==> config.mk <==
export PLATFORM = sky130hd
export DESIGN_NAME = windowed_sample_statistics_top
export DESIGN_NICKNAME = d
export VERILOG_FILES = /design/src/rtl/wss_pkg.sv /design/src/rtl/wss_divider.sv /design/src/rtl/windowed_sample_statistics_top.sv
export SDC_FILE = /design/constraint.sdc
export NUM_CORES = 1
export LEC_CHECK = 0
export ABC_AREA = 0
export BUFFER_PORTS_ARGS = -buffer_cell sky130_fd_sc_hd__buf_2
export CAP_MARGIN = 0
export CORE_AREA = 2 2 272 274
export DETAILED_ROUTE_END_ITERATION = 16
export DIE_AREA = 0 0 274 276
export GPL_TIMING_DRIVEN = 0
export PLACE_DENSITY = 0.71
export SKIP_LAST_GASP = 1
export SYNTH_ARGS = -nofsm -noshare
export SYNTH_HDL_FRONTEND = slang
export SYNTH_SLANG_ARGS = --single-unit
==> constraint.sdc <==
create_clock -name i_clk -period 7.25 [get_ports i_clk]
set_input_delay 1.45 -clock i_clk [delete_from_list [all_inputs] [get_ports i_clk]]
set_output_delay 1.45 -clock i_clk [all_outputs]
set_load 0.05 [all_outputs]
==> src/rtl/wss_pkg.sv <==
// ----------------------------------------------------------------------------
// wss_pkg
// Shared widths, types and constants for the windowed sample statistics block.
// ----------------------------------------------------------------------------
package wss_pkg;

    localparam int SAMPLE_W = 15;
    localparam int COUNT_W  = 16;
    localparam int SUM_W    = 32;
    localparam int SQSUM_W  = 44;
    localparam int VAR_W    = 28;

    // |sum| < 2^(SAMPLE_W-1) * 2^COUNT_W
    localparam int MAG_W    = SAMPLE_W + COUNT_W - 1;
    localparam int PROD_W   = SQSUM_W + COUNT_W;
    localparam int SQR_W    = 2 * MAG_W;
    localparam int NUM_W    = (PROD_W > SQR_W) ? PROD_W : SQR_W;
    localparam int DEN_W    = 2 * COUNT_W;
    localparam int ACC_CYC  = (SQSUM_W > SUM_W) ? SQSUM_W : SUM_W;
    localparam int SEQ_MAX  = (NUM_W > ACC_CYC) ? NUM_W : ACC_CYC;
    localparam int SEQ_W    = $clog2(SEQ_MAX + 1);
    localparam int DIV_CW   = $clog2(NUM_W + 1);

    localparam logic [COUNT_W-1:0] WIN_LEN_RESET = COUNT_W'(360);
    localparam logic [COUNT_W-1:0] WIN_LEN_MIN   = COUNT_W'(2);

    localparam logic signed [SAMPLE_W-1:0] SAMPLE_MAX = {1'b0, {(SAMPLE_W-1){1'b1}}};
    localparam logic signed [SAMPLE_W-1:0] SAMPLE_MIN = {1'b1, {(SAMPLE_W-1){1'b0}}};

    typedef enum logic [7:0] {
        S_IDLE  = 8'b0000_0001,
        S_ACC   = 8'b0000_0010,
        S_PREP  = 8'b0000_0100,
        S_MUL   = 8'b0000_1000,
        S_VLOAD = 8'b0001_0000,
        S_VDIV  = 8'b0010_0000,
        S_MLOAD = 8'b0100_0000,
        S_MDIV  = 8'b1000_0000
    } t_state;

    typedef struct packed {
        logic               start;
        logic [NUM_W-1:0]   dividend;
        logic [DEN_W-1:0]   divisor;
    } t_div_req;

    typedef struct packed {
        logic               done;
        logic [NUM_W-1:0]   quotient;
    } t_div_sts;

endpackage

==> src/rtl/wss_divider.sv <==
// ----------------------------------------------------------------------------
// wss_divider
// Radix-2 restoring divider, one quotient bit per cycle, unsigned operands.
// ----------------------------------------------------------------------------
module wss_divider import wss_pkg::*; (
    input  logic     i_clk,
    input  logic     i_rst_n,
    input  t_div_req i_req,
    output t_div_sts o_sts
);

    logic              r_busy;
    logic              r_done;
    logic [DIV_CW-1:0] r_step;
    logic [DEN_W-1:0]  r_rem;
    logic [NUM_W-1:0]  r_quo;
    logic [DEN_W-1:0]  r_dvsr;

    logic [DEN_W:0]    w_trial;
    logic [DEN_W+1:0]  w_diff;
    logic              w_ge;

    assign w_trial = {r_rem, r_quo[NUM_W-1]};
    assign w_diff  = {1'b0, w_trial} - {2'b00, r_dvsr};
    assign w_ge    = ~w_diff[DEN_W+1];

    always_ff @(posedge i_clk) begin
        if (!i_rst_n) begin
            r_busy <= 1'b0;
            r_done <= 1'b0;
            r_step <= '0;
        end else begin
            r_done <= 1'b0;
            if (i_req.start) begin
                r_busy <= 1'b1;
                r_step <= '0;
            end else if (r_busy) begin
                r_step <= r_step + 1'b1;
                if (r_step == DIV_CW'(NUM_W - 1)) begin
                    r_busy <= 1'b0;
                    r_done <= 1'b1;
                end
            end
        end
    end

    always_ff @(posedge i_clk) begin
        if (i_req.start) begin
            r_rem  <= '0;
            r_quo  <= i_req.dividend;
            r_dvsr <= i_req.divisor;
        end else if (r_busy) begin
            // remainder stays below the divisor, so DEN_W bits hold it
            r_rem <= w_ge ? w_diff[DEN_W-1:0] : w_trial[DEN_W-1:0];
            r_quo <= {r_quo[NUM_W-2:0], w_ge};
        end
    end

    assign o_sts.done     = r_done;
    assign o_sts.quotient = r_quo;

endmodule

==> src/rtl/windowed_sample_statistics_top.sv <==
// ----------------------------------------------------------------------------
// windowed_sample_statistics_top
// Input: o_in_stall is high outside idle, so the next sample waits until the
//   bit-serial square-sum accumulator, SQSUM_W bits one per cycle, is done.
// Result: the sample that closes a window goes through the accumulate pass,
//   prep, a serial multiply pass, and two radix-2 divisions (variance, then
//   mean), each after a load state; the result then waits for a free output.
// Reset: synchronous, active low; window_len returns to 360, statistics clear.
// ----------------------------------------------------------------------------
module windowed_sample_statistics_top import wss_pkg::*; (
    input  logic                       i_clk,
    input  logic                       i_rst_n,

    input  logic                       i_cfg_wr_en,
    input  logic [COUNT_W-1:0]         i_cfg_wr_data,

    input  logic                       i_in_valid,
    output logic                       o_in_stall,
    input  logic signed [SAMPLE_W-1:0] i_sample,

    output logic                       o_out_valid,
    input  logic                       i_out_stall,
    output logic signed [SAMPLE_W-1:0] o_mean_value,
    output logic signed [SAMPLE_W-1:0] o_high_mark,
    output logic signed [SAMPLE_W-1:0] o_low_mark,
    output logic [SAMPLE_W-1:0]        o_spread,
    output logic [VAR_W-1:0]           o_variance,
    output logic [SAMPLE_W-1:0]        o_max_step
);

    // ------------------------------------------------------------------
    // Control and statistics registers (reset)
    // ------------------------------------------------------------------
    t_state                       r_state,      n_state;
    logic [SEQ_W-1:0]             r_seq,        n_seq;
    logic [COUNT_W-1:0]           r_window_len;
    logic [COUNT_W-1:0]           r_count,      n_count;
    logic [SUM_W-1:0]             r_sum,        n_sum;
    logic [SQSUM_W-1:0]           r_sqsum,      n_sqsum;
    logic signed [SAMPLE_W-1:0]   r_lo,         n_lo;
    logic signed [SAMPLE_W-1:0]   r_hi,         n_hi;
    logic signed [SAMPLE_W-1:0]   r_prev,       n_prev;
    logic [SAMPLE_W-1:0]          r_step_max,   n_step_max;
    logic                         r_out_valid,  n_out_valid;

    // ------------------------------------------------------------------
    // Serial datapath registers (no reset, loaded before use)
    // ------------------------------------------------------------------
    // per-sample pass: sample shifter, square multiplier, serial carries
    logic [SAMPLE_W-1:0]          r_samp_sh,    n_samp_sh;
    logic [SAMPLE_W-1:0]          r_sq_mcand,   n_sq_mcand;
    logic [SAMPLE_W-1:0]          r_sq_mplier,  n_sq_mplier;
    logic [SAMPLE_W-1:0]          r_sq_acc,     n_sq_acc;
    logic                         r_cy_sq,      n_cy_sq;
    logic                         r_cy_sum,     n_cy_sum;
    // window-end pass: three serial-parallel multipliers and a serial subtract
    logic                         r_neg,        n_neg;
    logic [MAG_W-1:0]             r_msh,        n_msh;
    logic [COUNT_W-1:0]           r_pa,         n_pa;
    logic [MAG_W-1:0]             r_pb,         n_pb;
    logic [COUNT_W-1:0]           r_pc,         n_pc;
    logic [COUNT_W-1:0]           r_nm1,        n_nm1;
    logic [DEN_W-1:0]             r_den,        n_den;
    logic [NUM_W-1:0]             r_num,        n_num;
    logic                         r_brw,        n_brw;
    logic [VAR_W-1:0]             r_var,        n_var;
    // output item
    logic [SAMPLE_W-1:0]          r_o_mean,     n_o_mean;
    logic [SAMPLE_W-1:0]          r_o_max,      n_o_max;
    logic [SAMPLE_W-1:0]          r_o_min,      n_o_min;
    logic [SAMPLE_W-1:0]          r_o_spread,   n_o_spread;
    logic [VAR_W-1:0]             r_o_var,      n_o_var;
    logic [SAMPLE_W-1:0]          r_o_step,     n_o_step;

    // ------------------------------------------------------------------
    // Combinational helpers
    // ------------------------------------------------------------------
    logic [COUNT_W-1:0]   w_limit;
    logic [SAMPLE_W:0]    w_diff;
    logic [SAMPLE_W:0]    w_diff_neg;
    logic [SAMPLE_W-1:0]  w_dmag;
    logic [SAMPLE_W-1:0]  w_sneg;
    logic [SAMPLE_W-1:0]  w_smag;
    logic                 w_accept;

    logic [SAMPLE_W-1:0]  w_sq_add;
    logic [SAMPLE_W:0]    w_sq_t;
    logic                 w_sq_bit;
    logic                 w_sqsum_bit;
    logic                 w_sqsum_cy;
    logic                 w_sum_bit;
    logic                 w_sum_cy;

    logic [SUM_W-1:0]     w_sum_abs;
    logic [MAG_W-1:0]     w_mag;
    logic [COUNT_W:0]     w_pa_t;
    logic [MAG_W:0]       w_pb_t;
    logic [COUNT_W:0]     w_pc_t;
    logic                 w_num_bit;
    logic                 w_brw_n;

    logic [SAMPLE_W-1:0]  w_q_lo;
    logic [SAMPLE_W-1:0]  w_q_lo_neg;
    logic                 w_out_free;

    t_div_req             w_div_req;
    t_div_sts             w_div_sts;

    // A window_len below two acts as two.
    assign w_limit = (r_window_len < WIN_LEN_MIN) ? WIN_LEN_MIN : r_window_len;

    assign o_in_stall = (r_state != S_IDLE);
    assign w_accept   = i_in_valid && (r_state == S_IDLE);

    // Step between consecutive samples; the difference of two samples always
    // fits SAMPLE_W+1 bits and its magnitude fits SAMPLE_W bits.
    assign w_diff     = {i_sample[SAMPLE_W-1], i_sample} - {r_prev[SAMPLE_W-1], r_prev};
    assign w_diff_neg = ~w_diff + 1'b1;
    assign w_dmag     = w_diff[SAMPLE_W] ? w_diff_neg[SAMPLE_W-1:0] : w_diff[SAMPLE_W-1:0];

    // |sample|: the most negative code maps to 2^(SAMPLE_W-1), still SAMPLE_W bits.
    assign w_sneg = ~i_sample + 1'b1;
    assign w_smag = i_sample[SAMPLE_W-1] ? w_sneg : i_sample;

    // Per-sample pass. The shift-add multiplier retires one product bit per
    // cycle, LSB first, and that bit feeds the serial adder of the square sum.
    assign w_sq_add    = r_sq_mplier[0] ? r_sq_mcand : '0;
    assign w_sq_t      = {1'b0, r_sq_acc} + {1'b0, w_sq_add};
    assign w_sq_bit    = w_sq_t[0];
    assign w_sqsum_bit = r_sqsum[0] ^ w_sq_bit ^ r_cy_sq;
    assign w_sqsum_cy  = (r_sqsum[0] & w_sq_bit) | (r_cy_sq & (r_sqsum[0] ^ w_sq_bit));
    assign w_sum_bit   = r_sum[0] ^ r_samp_sh[0] ^ r_cy_sum;
    assign w_sum_cy    = (r_sum[0] & r_samp_sh[0]) | (r_cy_sum & (r_sum[0] ^ r_samp_sh[0]));

    // Window-end pass. After the prep cycle r_sum holds |sum|.
    assign w_sum_abs = r_sum[SUM_W-1] ? (~r_sum + 1'b1) : r_sum;
    assign w_mag     = r_sum[MAG_W-1:0];

    // n * sumsq, multiplier bits taken from the square-sum register
    assign w_pa_t = {1'b0, r_pa} + {1'b0, (r_sqsum[0] ? r_count : {COUNT_W{1'b0}})};
    // |sum| * |sum|
    assign w_pb_t = {1'b0, r_pb} + {1'b0, (r_msh[0] ? w_mag : {MAG_W{1'b0}})};
    // n * (n - 1)
    assign w_pc_t = {1'b0, r_pc} + {1'b0, (r_nm1[0] ? r_count : {COUNT_W{1'b0}})};

    // numerator = n*sumsq - sum^2, serial subtract; a final borrow clamps to 0
    assign w_num_bit = w_pa_t[0] ^ w_pb_t[0] ^ r_brw;
    assign w_brw_n   = (~w_pa_t[0] & w_pb_t[0]) | (~(w_pa_t[0] ^ w_pb_t[0]) & r_brw);

    // mean: low quotient bits, sign restored (truncation toward zero)
    assign w_q_lo     = w_div_sts.quotient[SAMPLE_W-1:0];
    assign w_q_lo_neg = ~w_q_lo + 1'b1;

    assign w_out_free = !r_out_valid || !i_out_stall;

    // Divider shared by the variance and the mean divisions.
    always_comb begin
        w_div_req.start    = (r_state == S_VLOAD) || (r_state == S_MLOAD);
        w_div_req.dividend = {{(NUM_W-MAG_W){1'b0}}, w_mag};
        w_div_req.divisor  = {{(DEN_W-COUNT_W){1'b0}}, r_count};
        if (r_state == S_VLOAD) begin
            w_div_req.dividend = r_brw ? {NUM_W{1'b0}} : r_num;
            w_div_req.divisor  = r_den;
        end
    end

    wss_divider u_divider (
        .i_clk   (i_clk),
        .i_rst_n (i_rst_n),
        .i_req   (w_div_req),
        .o_sts   (w_div_sts)
    );

    // ------------------------------------------------------------------
    // Next-state logic
    // ------------------------------------------------------------------
    always_comb begin
        n_state     = r_state;
        n_seq       = r_seq;
        n_count     = r_count;
        n_sum       = r_sum;
        n_sqsum     = r_sqsum;
        n_lo        = r_lo;
        n_hi        = r_hi;
        n_prev      = r_prev;
        n_step_max  = r_step_max;
        n_out_valid = r_out_valid;

        n_samp_sh   = r_samp_sh;
        n_sq_mcand  = r_sq_mcand;
        n_sq_mplier = r_sq_mplier;
        n_sq_acc    = r_sq_acc;
        n_cy_sq     = r_cy_sq;
        n_cy_sum    = r_cy_sum;
        n_neg       = r_neg;
        n_msh       = r_msh;
        n_pa        = r_pa;
        n_pb        = r_pb;
        n_pc        = r_pc;
        n_nm1       = r_nm1;
        n_den       = r_den;
        n_num       = r_num;
        n_brw       = r_brw;
        n_var       = r_var;
        n_o_mean    = r_o_mean;
        n_o_max     = r_o_max;
        n_o_min     = r_o_min;
        n_o_spread  = r_o_spread;
        n_o_var     = r_o_var;
        n_o_step    = r_o_step;

        // output item leaves when the consumer takes it
        if (r_out_valid && !i_out_stall) begin
            n_out_valid = 1'b0;
        end

        unique case (r_state)
            S_IDLE: begin
                if (w_accept) begin
                    // first sample of a window contributes no step
                    if (r_count != '0 && w_dmag > r_step_max) begin
                        n_step_max = w_dmag;
                    end
                    n_count = r_count + 1'b1;
                    if (i_sample < r_lo) begin
                        n_lo = i_sample;
                    end
                    if (i_sample > r_hi) begin
                        n_hi = i_sample;
                    end
                    n_prev      = i_sample;
                    n_samp_sh   = i_sample;
                    n_sq_mcand  = w_smag;
                    n_sq_mplier = w_smag;
                    n_sq_acc    = '0;
                    n_cy_sq     = 1'b0;
                    n_cy_sum    = 1'b0;
                    n_seq       = '0;
                    n_state     = S_ACC;
                end
            end

            S_ACC: begin
                n_sq_acc    = w_sq_t[SAMPLE_W:1];
                n_sq_mplier = {1'b0, r_sq_mplier[SAMPLE_W-1:1]};
                n_sqsum     = {w_sqsum_bit, r_sqsum[SQSUM_W-1:1]};
                n_cy_sq     = w_sqsum_cy;
                if (r_seq < SEQ_W'(SUM_W)) begin
                    n_sum     = {w_sum_bit, r_sum[SUM_W-1:1]};
                    n_cy_sum  = w_sum_cy;
                    n_samp_sh = {r_samp_sh[SAMPLE_W-1], r_samp_sh[SAMPLE_W-1:1]};
                end
                n_seq = r_seq + 1'b1;
                if (r_seq == SEQ_W'(ACC_CYC - 1)) begin
                    n_seq   = '0;
                    n_state = (r_count >= w_limit) ? S_PREP : S_IDLE;
                end
            end

            S_PREP: begin
                n_sum   = w_sum_abs;
                n_neg   = r_sum[SUM_W-1];
                n_msh   = w_sum_abs[MAG_W-1:0];
                n_pa    = '0;
                n_pb    = '0;
                n_pc    = '0;
                n_nm1   = r_count - 1'b1;
                n_brw   = 1'b0;
                n_seq   = '0;
                n_state = S_MUL;
            end

            S_MUL: begin
                n_pa    = w_pa_t[COUNT_W:1];
                n_sqsum = {1'b0, r_sqsum[SQSUM_W-1:1]};
                n_pb    = w_pb_t[MAG_W:1];
                n_msh   = {1'b0, r_msh[MAG_W-1:1]};
                n_pc    = w_pc_t[COUNT_W:1];
                n_nm1   = {1'b0, r_nm1[COUNT_W-1:1]};
                if (r_seq < SEQ_W'(DEN_W)) begin
                    n_den = {w_pc_t[0], r_den[DEN_W-1:1]};
                end
                n_num = {w_num_bit, r_num[NUM_W-1:1]};
                n_brw = w_brw_n;
                n_seq = r_seq + 1'b1;
                if (r_seq == SEQ_W'(NUM_W - 1)) begin
                    n_seq   = '0;
                    n_state = S_VLOAD;
                end
            end

            S_VLOAD: begin
                n_state = S_VDIV;
            end

            S_VDIV: begin
                if (w_div_sts.done) begin
                    // saturate the variance at its field width
                    n_var   = (|w_div_sts.quotient[NUM_W-1:VAR_W]) ? {VAR_W{1'b1}}
                                                                  : w_div_sts.quotient[VAR_W-1:0];
                    n_state = S_MLOAD;
                end
            end

            S_MLOAD: begin
                n_state = S_MDIV;
            end

            S_MDIV: begin
                // wait here while a previous item still sits in the output
                // register; the quotient holds once the divider is done
                if ((w_div_sts.done || r_seq != '0) && w_out_free) begin
                    n_o_mean    = r_neg ? w_q_lo_neg : w_q_lo;
                    n_o_max     = r_hi;
                    n_o_min     = r_lo;
                    n_o_spread  = SAMPLE_W'(r_hi - r_lo);
                    n_o_var     = r_var;
                    n_o_step    = r_step_max;
                    n_out_valid = 1'b1;
                    // new window
                    n_count     = '0;
                    n_sum       = '0;
                    n_sqsum     = '0;
                    n_lo        = SAMPLE_MAX;
                    n_hi        = SAMPLE_MIN;
                    n_prev      = '0;
                    n_step_max  = '0;
                    n_seq       = '0;
                    n_state     = S_IDLE;
                end else if (w_div_sts.done) begin
                    // mean ready; r_seq marks it for the output register
                    n_seq = SEQ_W'(1);
                end
            end

            default: begin
                n_state = S_IDLE;
            end
        endcase
    end

    // ------------------------------------------------------------------
    // Registers
    // ------------------------------------------------------------------
    always_ff @(posedge i_clk) begin
        if (!i_rst_n) begin
            r_state      <= S_IDLE;
            r_seq        <= '0;
            r_window_len <= WIN_LEN_RESET;
            r_count      <= '0;
            r_sum        <= '0;
            r_sqsum      <= '0;
            r_lo         <= SAMPLE_MAX;
            r_hi         <= SAMPLE_MIN;
            r_prev       <= '0;
            r_step_max   <= '0;
            r_out_valid  <= 1'b0;
        end else begin
            r_state     <= n_state;
            r_seq       <= n_seq;
            r_count     <= n_count;
            r_sum       <= n_sum;
            r_sqsum     <= n_sqsum;
            r_lo        <= n_lo;
            r_hi        <= n_hi;
            r_prev      <= n_prev;
            r_step_max  <= n_step_max;
            r_out_valid <= n_out_valid;
            if (i_cfg_wr_en) begin
                r_window_len <= i_cfg_wr_data;
            end
        end
    end

    always_ff @(posedge i_clk) begin
        r_samp_sh   <= n_samp_sh;
        r_sq_mcand  <= n_sq_mcand;
        r_sq_mplier <= n_sq_mplier;
        r_sq_acc    <= n_sq_acc;
        r_cy_sq     <= n_cy_sq;
        r_cy_sum    <= n_cy_sum;
        r_neg       <= n_neg;
        r_msh       <= n_msh;
        r_pa        <= n_pa;
        r_pb        <= n_pb;
        r_pc        <= n_pc;
        r_nm1       <= n_nm1;
        r_den       <= n_den;
        r_num       <= n_num;
        r_brw       <= n_brw;
        r_var       <= n_var;
        r_o_mean    <= n_o_mean;
        r_o_max     <= n_o_max;
        r_o_min     <= n_o_min;
        r_o_spread  <= n_o_spread;
        r_o_var     <= n_o_var;
        r_o_step    <= n_o_step;
    end

    assign o_out_valid  = r_out_valid;
    assign o_mean_value = r_o_mean;
    assign o_high_mark  = r_o_max;
    assign o_low_mark   = r_o_min;
    assign o_spread     = r_o_spread;
    assign o_variance   = r_o_var;
    assign o_max_step   = r_o_step;

endmodule

==> impl_metrics.json <==
{
  "status": "finished, final reports clean",
  "yosysSeqAreaShare_pct": 52.81,
  "max_freq_ghz": 0.1438,
  "rrSetupSlack_ns": 1.17,
  "first_iter_violations": 2640,
  "fin_area_sq_um": 40850,
  "placed_area_sq_um": 38220,
  "fin_setup_tns_ns": 0,
  "portBuffers": 139,
  "die_h_um": 276,
  "final_common_cell": "edfxtp_1",
  "initial_core_util_pct": 49.80,
  "totalWireLength_um": 89730,
  "worst_pin_slew_ns": 1.214,
  "drc": 0,
  "finalHoldViolations": 0,
  "avgViaCountPerCell": 5.740,
  "num-nets-final": 4011,
  "ant_nets": 0,
  "p_clk_share_pct": 40.8,
  "post_drt_wl_per_cell_um": 18.76,
  "cp-start-kind": "input pin",
  "clockBufferDepth": 3,
  "syn2layout_area_growth_pct": 13.03,
  "rsz0062_at_grt": "no",
  "cp.required_ns": 7.83,
  "grt_util_all_layers_pct": 23.39,
  "slew_headroom_pct": 18.34,
  "synth-warning-count": 0,
  "swShare_pct": 26.24,
  "synth_top_cell_by_area": "edfxtp_1",
  "ys.flop_type": "edfxtp_1",
  "critPathKind": "input pin to flip-flop",
  "cts_hold_buf": 0,
  "netlist_area_sq_um": 36150,
  "cp_max_fo": 10,
  "syn_inst": 3532,
  "async_flop_share_pct": 0,
  "root_buffer": "clkbuf_16",
  "path_clk_slew_ns": 0.06,
  "clk_latency_ns": 0.65,
  "antenna_found_initial": 2,
  "hp-class": "flip-flop to flip-flop",
  "grt_max_degree": 61,
  "synth.distinct_cells": 83,
  "p_per_area_nw_per_um2": 243.3,
  "first_pass_iters": 8,
  "core_sq_um": 72590,
  "crit_arrival_ns": 7.53,
  "fill_cells": 6291,
  "p_leak_nw": 15.56,
  "hpwlAfterDp_um": 63890,
  "numCtsBuffers": 77,
  "timing.rr.start": "r_prev[8]$_SDFFE_PN0P_",
  "min_path_cells": 0,
  "cts_tree": "done",
  "sequentialPowerShare_pct": 46.1,
  "p_int_w": 0.007331,
  "syn_nets": 3786,
  "fin_crit_sh_pct": 95.94,
  "layout_common_cells": "edfxtp_1, nor2_1, nand2_1, a21oi_1, dfxtp_1",
  "die_w_um": 274,
  "grt_pass1_wl_um": 142400,
  "synthTopCellsByArea": "edfxtp_1, dfxtp_1, ha_1, a21oi_1, nor2_1",
  "reg2regPathDepth": 19,
  "drive_gt1_share_pct": 7.954,
  "r2r-end": "r_step_max[4]$_SDFFE_PN0P_",
  "setup_viol": 0,
  "syn_avg_cell_area_sq_um": 10.23,
  "setup_ws_ns": 0.2947,
  "rows": 99,
  "end_kind": "flip-flop",
  "period_minus_slack_ns": 6.955,
  "grt_pass1_vias": 25950,
  "max-vdd-ir-drop_mv": 0.1710,
  "fin_worst_skew_ns": 0.03883,
  "gp_congestion": 0.8852,
  "overflow": 0,
  "slew_viol_final": 0,
  "combPwrFrac_pct": 13.1,
  "min-delay-start": "r_var[16]$_SDFFCE_PP1P_",
  "h-tree-depth": 3,
  "drv_cap": 0,
  "vias": 27450,
  "place_ws_ns": -0.5130,
  "cts.sinks": 710,
  "synth_edf_count": 487,
  "synth_top_area_share_pct": 40.46,
  "synth_seq_cells": 710,
  "p_switching_w": 0.002609,
  "dieArea_sq_um": 75620,
  "min_to": "o_variance[16]$_DFFE_PP_",
  "ios": 141
}
==> Yosys cell counts, types with 6 or more instances <==
master and number:
o211ai_1 29, o41ai_1 14, a211oi_1 18, nand2b_1 31, and3_1 24, a21boi_0 7
fa_1 10, and2_1 101, xor2_1 87, o21a_1 15, xnor2_1 110, nor3_1 60
nand3_1 154, buf_1 12, or4_1 12, edfxtp_1 487, nand2_1 291, a21oi_1 265
o21ai_1 18, or2_2 6, nand4_1 32, a41oi_1 7, a31oi_1 18, inv_1 165
or3_1 48, nor4_1 27, a21o_1 52, dfxtp_1 223, buf_2 6, clkbuf_1 164
nor2_1 346, mux2i_1 48, o31ai_1 26, nand3b_1 10, nor3b_1 9, o21bai_1 11
o21ai_0 212, nor2b_1 40, ha_1 208, a22o_1 43, and4_1 6
==> stage by stage <==
stage	total power [W]	utilization (%)	hold slack [ns]	std cells
2_1_floorplan	0.005586	-	0.4003	3532
3_3_place_gp	0.005910	52.41	0.4018	4630
3_5_place_dp	0.005940	52.65	0.4056	4637
4_1_cts	0.009977	56.26	0.4189	4781
5_1_grt	0.01032	56.28	0.4276	4782
6_report	0.009940	56.28	0.4183	4782
==> critical path, stage by stage <==
cell and delay, ns:
buf_2 0.24, inv_1 0.22, ha_1 0.29, fa_1 0.43, nand2b_1 0.21, a21oi_2 0.22
o21ai_1 0.10, o31a_1 0.30, o32a_1 0.32, or3_4 0.40, or4_4 0.50, o31ai_2 0.21
xnor2_1 0.21, ha_1 0.30, nand4_1 0.11, nor2_1 0.07, o21ai_0 0.07, a21oi_1 0.08
o41ai_2 0.54, a21oi_2 0.18, nor2_1 0.39, clkbuf_1 0.44, a22o_1 0.22
==> registers in the layout (all words and copies together) (netlist names), 16 cells and up <==
name,count
r_num,60
u_divider.r_quo,60
r_sqsum,44
r_den,32
r_sum,32
u_divider.r_dvsr,32
u_divider.r_rem,32
r_msh,30
r_pb,30
o_variance,28
r_var,28
r_count,16
r_nm1,16
r_pa,16
r_pc,16
r_window_len,16
==> cell families after synthesis <==
| logic type | count (synthesis) | share of synthesized area (%) |
|---|---|---|
| XOR/XNOR | 197 | 4.773 |
| multiplexers | 49 | 1.360 |
| AO/OA/AOI/OAI | 799 | 13.61 |
| AND/OR/NAND/NOR | 1208 | 16.00 |
| buffers and inverters | 351 | 3.687 |
| flip-flops | 710 | 52.81 |
| adder cells (fa/ha/maj) | 218 | 7.754 |
==> final cells by class <==
class                           instances  area (sq um)  share of cell area (%)
Antenna cell                            1         2.502                0.006125
Inverter                              168         633.1                   1.550
Tap cell                              959          1200                   2.937
Clock buffer                           98          2056                   5.032
Clock inverter                         46         565.5                   1.384
Multi-Input combinational cell       2471         15760                   38.57
Sequential cell                       710         19090                   46.72
Buffer                                183         703.2                   1.721
Timing Repair Buffer                  146         849.6                   2.080
==> what timing repair did <==
item                                    in CTS  in global routing
endpoints found under the setup margin       0                 10
gates resized for setup                      0                  1
buffers inserted                             0                  0
==> power by group through the flow <==
stage                     sequential, W  clock (W)  combinational [W]
after global routing            0.00460    0.00426            0.00146
final                           0.00458    0.00405            0.00130
after floorplan                 0.00462          0           0.000967
after global placement          0.00466          0            0.00125
after CTS                       0.00458    0.00411            0.00129
after detailed placement        0.00467          0            0.00127
==> worst max path at each step <==
stage	startpoint	end	slack [ns]	cells after the start
2_1_floorplan	i_sample[0]	r_step_max[4]$_SDFFE_PN0P_	1.06	22
3_3_place_gp	i_sample[0]	r_step_max[4]$_SDFFE_PN0P_	-0.42	23
3_5_place_dp	i_sample[0]	r_step_max[4]$_SDFFE_PN0P_	-0.51	23
4_1_cts	i_sample[0]	r_step_max[4]$_SDFFE_PN0P_	0.14	23
5_1_grt	i_sample[0]	r_step_max[9]$_SDFFE_PN0P_	0.03	23
6_report	i_sample[0]	r_step_max[4]$_SDFFE_PN0P_	0.29	23
==> routing by layer <==
| metal | vias to the layer above | share of wire, % | track usage (%) |
|---|---|---|---|
| li1 | 13190 | - | - |
| met1 | 13160 | 46 | 33.87 |
| met2 | 959 | 45 | 36.29 |
| met3 | 145 | 6.3 | 2.779 |
| met4 | 0 | 3.0 | 8.110 |
| met5 | - | 0 | 0 |
Power figures use the tool's default switching activity.
